File: src/hdl/assert_macros.svh
// ----------------------------------------------------------------------------
// assert_macros.svh
// shared concurrent assertion macros, clocked on clock, quiet during reset
// ----------------------------------------------------------------------------
`ifndef ASSERT_MACROS_SVH
`define ASSERT_MACROS_SVH

// implication checked at every clock edge outside reset
`define ASSERT_CLK(label, prop, msg) \
   label: assert property (@(posedge clock) disable iff (reset) prop) else $error(msg);

// never true at a clock edge outside reset
`define ASSERT_NEVER(label, expr, msg) \
   label: assert property (@(posedge clock) disable iff (reset) !(expr)) else $error(msg);

`endif

File: src/hdl/fbpa_pkg.sv
`default_nettype none
// ----------------------------------------------------------------------------
// fbpa_pkg
// types and constants of the fixed block pool allocator
// ----------------------------------------------------------------------------
package fbpa_pkg;

   localparam int POOL_BLOCKS = 256;
   localparam int IDX_W       = $clog2(POOL_BLOCKS);
   localparam int CNT_W       = 9;

   localparam logic [CNT_W-1:0] POOL_LIMIT = CNT_W'(POOL_BLOCKS);
   localparam logic [CNT_W-1:0] COUNT_MAX  = '1;

   typedef enum logic [1:0] {
      CMD_ALLOC    = 2'd0,
      CMD_FREE     = 2'd1,
      CMD_FREE_ALL = 2'd2,
      CMD_NOP      = 2'd3
   } cmd_type;

   typedef enum logic [1:0] {
      ST_OK      = 2'd0,
      ST_OOM     = 2'd1,
      ST_BADFREE = 2'd2
   } status_type;

   typedef enum logic [1:0] {
      CSR_BLOCKS_IN_USE = 2'd0,
      CSR_BLOCK_SIZE    = 2'd1,
      CSR_POOL_BASE     = 2'd2
   } csr_index_type;

   typedef struct packed {
      logic [1:0] cmd;
      logic [7:0] block_index;
   } req_type;

   typedef struct packed {
      logic [7:0]  granted_index;
      logic [31:0] granted_address;
      logic [1:0]  status;
      logic [8:0]  allocated_count;
   } rsp_type;

   // link entry: continuation flag and next index
   typedef struct packed {
      logic             more;
      logic [IDX_W-1:0] next;
   } link_type;

   typedef struct packed {
      logic             en;
      logic [IDX_W-1:0] addr;
      link_type         data;
   } link_wr_type;

endpackage
`default_nettype wire

File: src/hdl/fbpa_link_mem.sv
`default_nettype none
// ----------------------------------------------------------------------------
// fbpa_link_mem
// free list link memory, one write and one registered read per cycle
// ----------------------------------------------------------------------------
module fbpa_link_mem
   import fbpa_pkg::*;
(
   input  wire logic              clock,
   input  wire link_wr_type       wr,
   input  wire logic              rd_en,
   input  wire logic [IDX_W-1:0]  rd_addr,
   output link_type               rd_data
);

   link_type mem [POOL_BLOCKS];
   link_type rd_data_ff;

   always_ff @(posedge clock) begin
      if (wr.en) begin
         mem[wr.addr] <= wr.data;
      end
   end

   always_ff @(posedge clock) begin
      if (rd_en) begin
         rd_data_ff <= mem[rd_addr];
      end
   end

   assign rd_data = rd_data_ff;

endmodule
`default_nettype wire

File: src/hdl/fixed_block_pool_allocator_core.sv
`default_nettype none
// ----------------------------------------------------------------------------
// fixed_block_pool_allocator_core
// fixed-size block pool manager with a lifo free list kept in link memory
// ----------------------------------------------------------------------------
// usage:
//   a transaction is taken at a rising edge with start high and busy low;
//   req_data carries the command and, for a free, the block index.
//   every transaction gives exactly one result, shown on rsp_data for one
//   cycle with rsp_strobe high; the receiver cannot stall it.
//   free, free-all, no-op and out-of-memory answer in the cycle after accept,
//   and busy stays low so a new transaction can follow at once.
//   a granted allocate holds busy through S_MULT and S_RESP (index times
//   block size through a registered multiplier, then the base add) and
//   registers its answer in S_RESP; a pop from the free list starts the
//   link memory read at accept and loads the next head from it in S_MULT.
//   csr_we/csr_index/csr_wdata write the pool size, block size and base;
//   write them only while no transaction is pending.
//   reset (synchronous, high) empties the free list, clears the count and
//   restores the register defaults; link memory needs no clearing pass.
// ----------------------------------------------------------------------------
`include "assert_macros.svh"

module fixed_block_pool_allocator_core
   import fbpa_pkg::*;
(
   input  wire logic        clock,
   input  wire logic        reset,
   input  wire logic        start,
   output logic             busy,
   input  wire req_type     req_data,
   output logic             rsp_strobe,
   output rsp_type          rsp_data,
   input  wire logic        csr_we,
   input  wire logic [1:0]  csr_index,
   input  wire logic [31:0] csr_wdata
);

   typedef enum logic [1:0] {
      S_IDLE,
      S_MULT,
      S_RESP
   } state_type;

   state_type         state_ff, state_in;
   logic [CNT_W-1:0]  blocks_in_use_ff;
   logic [15:0]       block_size_ff;
   logic [31:0]       pool_base_ff;
   logic [CNT_W-1:0]  untouched_ff, untouched_in;
   logic [IDX_W-1:0]  head_ff, head_in;
   logic              nonempty_ff, nonempty_in;
   logic [CNT_W-1:0]  live_ff, live_in;
   logic              pop_ff, pop_in;
   logic [IDX_W-1:0]  got_ff, got_in;
   logic [23:0]       prod_ff;
   logic              rsp_valid_ff, rsp_valid_in;
   rsp_type           rsp_data_ff, rsp_data_in;

   logic              accept;
   logic              rd_en;
   logic [CNT_W-1:0]  limit;
   link_wr_type       link_wr;
   link_type          link_rd;

   fbpa_link_mem u_link_mem (
      .clock   (clock),
      .wr      (link_wr),
      .rd_en   (rd_en),
      .rd_addr (head_ff),
      .rd_data (link_rd)
   );

   assign busy       = (state_ff != S_IDLE);
   assign accept     = start && !busy;
   assign limit      = (blocks_in_use_ff > POOL_LIMIT) ? POOL_LIMIT : blocks_in_use_ff;
   assign rsp_strobe = rsp_valid_ff;
   assign rsp_data   = rsp_data_ff;

   always_comb begin
      state_in     = state_ff;
      untouched_in = untouched_ff;
      head_in      = head_ff;
      nonempty_in  = nonempty_ff;
      live_in      = live_ff;
      pop_in       = pop_ff;
      got_in       = got_ff;
      rsp_valid_in = 1'b0;
      rsp_data_in  = rsp_data_ff;
      rd_en        = 1'b0;
      link_wr      = '0;

      unique case (state_ff)
         S_IDLE: begin
            if (accept) begin
               rsp_data_in.granted_index   = '0;
               rsp_data_in.granted_address = '0;
               rsp_data_in.status          = ST_OK;
               rsp_valid_in                = 1'b1;
               unique case (cmd_type'(req_data.cmd))
                  CMD_ALLOC: begin
                     priority if (untouched_ff < limit) begin
                        got_in       = untouched_ff[IDX_W-1:0];
                        untouched_in = untouched_ff + 1'b1;
                        pop_in       = 1'b0;
                        state_in     = S_MULT;
                        rsp_valid_in = 1'b0;
                     end else if (nonempty_ff) begin
                        got_in       = head_ff;
                        pop_in       = 1'b1;
                        rd_en        = 1'b1;
                        state_in     = S_MULT;
                        rsp_valid_in = 1'b0;
                     end else begin
                        rsp_data_in.status = ST_OOM;
                     end
                     if (state_in == S_MULT && live_ff != COUNT_MAX) begin
                        live_in = live_ff + 1'b1;
                     end
                  end
                  CMD_FREE: begin
                     if ({1'b0, req_data.block_index} >= limit || live_ff == '0) begin
                        rsp_data_in.status = ST_BADFREE;
                     end else begin
                        link_wr.en        = 1'b1;
                        link_wr.addr      = req_data.block_index;
                        link_wr.data.next = head_ff;
                        link_wr.data.more = nonempty_ff;
                        head_in           = req_data.block_index;
                        nonempty_in       = 1'b1;
                        live_in           = live_ff - 1'b1;
                     end
                  end
                  CMD_FREE_ALL: begin
                     untouched_in = '0;
                     head_in      = '0;
                     nonempty_in  = 1'b0;
                     live_in      = '0;
                  end
                  default: begin
                  end
               endcase
               rsp_data_in.allocated_count = live_in;
            end
         end
         S_MULT: begin
            if (pop_ff) begin
               head_in     = link_rd.next;
               nonempty_in = link_rd.more;
            end
            state_in = S_RESP;
         end
         S_RESP: begin
            rsp_data_in.granted_index   = got_ff;
            rsp_data_in.granted_address = pool_base_ff + {8'd0, prod_ff};
            rsp_data_in.status          = ST_OK;
            rsp_data_in.allocated_count = live_ff;
            rsp_valid_in                = 1'b1;
            state_in                    = S_IDLE;
         end
         default: begin
            state_in = S_IDLE;
         end
      endcase
   end

   always_ff @(posedge clock) begin
      if (reset) begin
         state_ff         <= S_IDLE;
         untouched_ff     <= '0;
         head_ff          <= '0;
         nonempty_ff      <= 1'b0;
         live_ff          <= '0;
         pop_ff           <= 1'b0;
         rsp_valid_ff     <= 1'b0;
         blocks_in_use_ff <= POOL_LIMIT;
         block_size_ff    <= 16'd64;
         pool_base_ff     <= '0;
      end else begin
         state_ff     <= state_in;
         untouched_ff <= untouched_in;
         head_ff      <= head_in;
         nonempty_ff  <= nonempty_in;
         live_ff      <= live_in;
         pop_ff       <= pop_in;
         rsp_valid_ff <= rsp_valid_in;
         if (csr_we) begin
            unique case (csr_index_type'(csr_index))
               CSR_BLOCKS_IN_USE: blocks_in_use_ff <= csr_wdata[CNT_W-1:0];
               CSR_BLOCK_SIZE:    block_size_ff    <= csr_wdata[15:0];
               CSR_POOL_BASE:     pool_base_ff     <= csr_wdata;
               default: begin
               end
            endcase
         end
      end
   end

   always_ff @(posedge clock) begin
      got_ff      <= got_in;
      rsp_data_ff <= rsp_data_in;
      prod_ff     <= got_ff * block_size_ff;
   end

   `ASSERT_CLK(a_strobe_idle, rsp_strobe |-> state_ff == S_IDLE, "strobe while working")
   `ASSERT_CLK(a_resp_strobe, state_ff == S_RESP |=> rsp_strobe, "granted result not shown")
   `ASSERT_CLK(a_quick_strobe, (accept && state_in == S_IDLE) |=> rsp_strobe,
      "immediate result missing")
   `ASSERT_NEVER(a_rd_wr_clash, rd_en && link_wr.en, "link read and write together")

endmodule
`default_nettype wire

File: config.mk
export PLATFORM = sky130hd
export DESIGN_NAME = fixed_block_pool_allocator_core
export DESIGN_NICKNAME = d
export VERILOG_FILES = /design/src/hdl/fbpa_pkg.sv /design/src/hdl/fbpa_link_mem.sv /design/src/hdl/fixed_block_pool_allocator_core.sv
export VERILOG_INCLUDE_DIRS = /design/src /design/src/hdl
export SDC_FILE = /design/constraint.sdc
export NUM_CORES = 2
export LEC_CHECK = 0
export CAP_MARGIN = 20
export CORE_ASPECT_RATIO = 2
export CORE_MARGIN = 5
export CORE_UTILIZATION = 61
export CTS_BUF_LIST = sky130_fd_sc_hd__clkbuf_8
export DETAILED_ROUTE_END_ITERATION = 10
export DONT_BUFFER_PORTS = 1
export PLACE_DENSITY = 0.86
export SLEW_MARGIN = 20
export SYNTH_ARGS = -nofsm -noshare
export SYNTH_HDL_FRONTEND = slang
export SYNTH_SLANG_ARGS = --single-unit
File: constraint.sdc
create_clock -name clock -period 10.31 [get_ports clock]
set_input_delay 0 -clock clock [delete_from_list [all_inputs] [get_ports clock]]
set_output_delay 0 -clock clock [all_outputs]
set_load 0.01 [all_outputs]
==> impl_metrics.py <==
metrics = {
    "yosys": {
        "synth_top_area_frac": 0.7047,
        "synth_ff_type": "edfxtp_1",
        "synthTopCellsByArea": "edfxtp_1, mux4_2, dfxtp_1",
        "yosys.cell_types.count": 73,
        "synth_cells": 4983,
        "synthTopCellsByCount": "edfxtp_1, mux4_2, nor2_1, nand2_1, clkbuf_1",
        "synth_most_common_cell": "edfxtp_1",
        "synth_edf_count": 2372,
        "avgSynthCellArea_sq_um": 20.28,
        "yosysTopAreaCell": "edfxtp_1",
        "ys_seq_elements": 2484,
        "synth_async_sr_flop_share": 0,
        "syn-num-nets": 5204,
        "seq_area_frac_synth": 0.7269,
        "ys_warn_count": 0,
        "syn_area_sq_mm": 0.1011,
    },
    "layout": {
        "fin_nets": 5459,
        "final_layout_size_suffix_gt1_frac": 0.2325,
        "utilization": 0.6719,
        "fillers": 9012,
        "syn_to_final_growth_pct": 9.696,
        "fin_cells": 7603,
    },
    "routing": {
        "via_per_inst": 7.224,
        "ant_nets": 0,
        "drc": 1,
        "drt_iter0_drc": 8021,
        "vias": 54930,
        "first_pass_iters": 11,
        "drt_wl_total_mm": 277.9,
        "wl_per_cell_um": 36.55,
    },
    "timing": {
        "setup_viol": 0,
        "min_period_over_period": 0.6315,
        "slew_viol_final": 0,
        "tns_ps": 0,
        "period_minus_slack_ps": 6510,
        "rsz0062_at_grt": "no",
        "hold_violations": 0,
        "fmax_ghz": 0.1536,
        "finalWorstSetupSlack_ps": 3800,
        "tightest_slew_ps": 1413,
        "max-slew-margin-rel": 0.05825,
        "skew_ps": 74.59,
        "timing.hold.ws_ps": 45.26,
    },
    "global_route": {
        "grt_use_total": 0.3140,
        "grt_pass1_vias": 56770,
        "grt_max_degree": 205,
        "grt_overflow_total": 0,
        "grt_pass1_wl_mm": 395.2,
        "antenna_found_initial": 17,
    },
    "die": {
        "core_sq_mm": 0.1650,
        "die_w_um": 297.8,
        "num_rows": 211,
        "initial_core_util": 0.6125,
        "io_pins": 101,
        "fp.dieArea_sq_mm": 0.1744,
        "dieHeight_um": 585.7,
    },
    "worst_setup_path": {
        "max_stage_delay_ps": 1160,
        "cp_common_cell": "a21o_1",
        "cp.required_ps": 10880,
        "critical_path.cell_chain": "clkinv_1, nand2_1, ha_1, a21o_1, a21o_1, a21oi_1, dlygate4sd3_1, o31a_1, o2111ai_2, nor3_1, nand2_2, nor2_1",
        "worstSetupPathType": "reg2reg",
        "slowest_stage": "nor2_1",
        "worstSetupStartpointType": "register",
        "endpoint_kind": "register",
        "arrival_ps": 7080,
        "cp_top_family": "simple AND/OR/NAND/NOR gates",
        "critPathMaxFanout": 16,
        "crit_buf_inv": 2,
    },
    "min_path": {
        "hold_path.class": "in2reg",
    },
    "clocking": {
        "cts_tree": "done",
        "clk-insertion-delay-late_ps": 980,
        "cts_max_path_buffers": 4,
        "clk_pin_slew_worst_paths_ps": 80,
        "root_buffer": "clkbuf_8",
        "cts_buffers": 312,
        "postCtsSetupBuffers": 0,
        "clock-sinks": 2484,
        "h-tree-depth": 5,
    },
    "flow_run": {
        "maxCapViolations": 0,
    },
    "power": {
        "powerDensity_mw_per_mm2": 173.8,
        "leakagePower_nw": 40.59,
        "max-vdd-ir-drop_mv": 0.1022,
    },
    "place": {
        "post-place-ws_ps": 4722,
        "portBuffers": 0,
        "gp_congestion": 0.9715,
        "hpwl_mm": 160.9,
        "placedCellCount": 6911,
    },
    "status": {
        "violations": "design-rule violations",
        "outcome": "finished with violations",
    },
}
registers in the layout, summed over array words and instances (netlist names):
register / flops
block_size_ff: 16
blocks_in_use_ff: 9
got_ff: 8
head_ff: 8
live_ff: 9
nonempty_ff: 1
pool_base_ff: 32
pop_ff: 1
prod_ff: 24
rsp_data: 51
rsp_strobe: 1
state_ff: 2
u_link_mem.mem: 2304
u_link_mem.rd_data: 9
untouched_ff: 9
final cells by class:
type	count	area (sq um)	share of cell area
antenna	14	35.03	0.0003160
clock buffer	321	4418	0.03985
clock inverter	214	1592	0.01435
inverter	119	446.7	0.004029
multi-input combinational	2121	26130	0.2357
sequential	2484	73490	0.6628
tap	2130	2665	0.02404
timing repair buffer	200	2096	0.01890
logic make-up after synthesis:
group	synth area share
adders and majority gates	0.02773
muxes	0.1699
DFF	0.7269
xor gates and xnor gates	0.002513
AOI/OAI and AO/OA	0.01884
buffers and inverters	0.01571
and+or+nand+nor	0.03834
through the flow:
stage,cell area [sq um],total power [mW]
finish,110900,19.27
global route,110800,19.82
CTS,110700,19.20
detailed placement,103300,12.20
global placement,103300,12.17
floorplan,101100,11.94
worst paths after layout:
path	end	slack, ps	start	cells after the start
worst max-delay path	u_link_mem.mem[69][2]$_DFFE_PP_	3800	blocks_in_use_ff[8]$_SDFFE_PP1P_	12
worst min-delay path	head_ff[4]$_SDFFE_PP0P_	50	req_data[4]	3
worst max register to register	u_link_mem.mem[69][2]$_DFFE_PP_	3800	blocks_in_use_ff[8]$_SDFFE_PP1P_	12
worst min register to register	pool_base_ff[14]$_SDFFE_PP0P_	490	pool_base_ff[14]$_SDFFE_PP0P_	2
report_power, final:
group | internal [mW] | switching, mW
sequential | 11.0 | 0.0981
combinational | 0.414 | 0.621
clock | 3.52 | 3.66
total | 14.9 | 4.38
worst min-delay path, stage by stage:
cell and delay [ps]:
dlygate4sd3_1 610, a22oi_1 230, a211oi_1 100
repair_timing:
action | CTS | global route
gates resized for setup | 0 | 0
setup endpoints to repair | 0 | 0
endpoints found under the hold margin | 222 | 0
hold buffers | 139 | 0
cell usage in the layout (no fill, tap or decap), types with 13 or more instances in the layout:
master	instances
a211oi_1	23
a21o_1	15
a21oi_1	103
a22oi_1	27
and2_1	124
buf_4	41
bufinv_16	24
clkbuf_8	321
clkinv_1	63
clkinv_2	31
clkinvlp_4	15
dfxtp_1	106
diode_2	14
dlygate4sd3_1	138
edfxtp_1	2372
fa_1	85
ha_1	88
inv_1	187
mux2i_1	15
mux4_2	756
nand2_1	209
nand2b_1	16
nand3_1	16
nor2_1	362
nor2b_1	13
nor3_1	28
o21a_1	14
o21ai_0	43
xnor2_1	17
metal layers:
metal | global-route usage | up-vias | share of wire
met2 | 0.5229 | 4988 | 0.50
met1 | 0.3449 | 27720 | 0.29
met4 | 0.2507 | 14 | 0.10
met3 | 0.07829 | 1463 | 0.11
li1 | - | 20740 | -
met5 | 0 | - | 0.00031
Note: power is estimated with default switching activity, not from simulation.
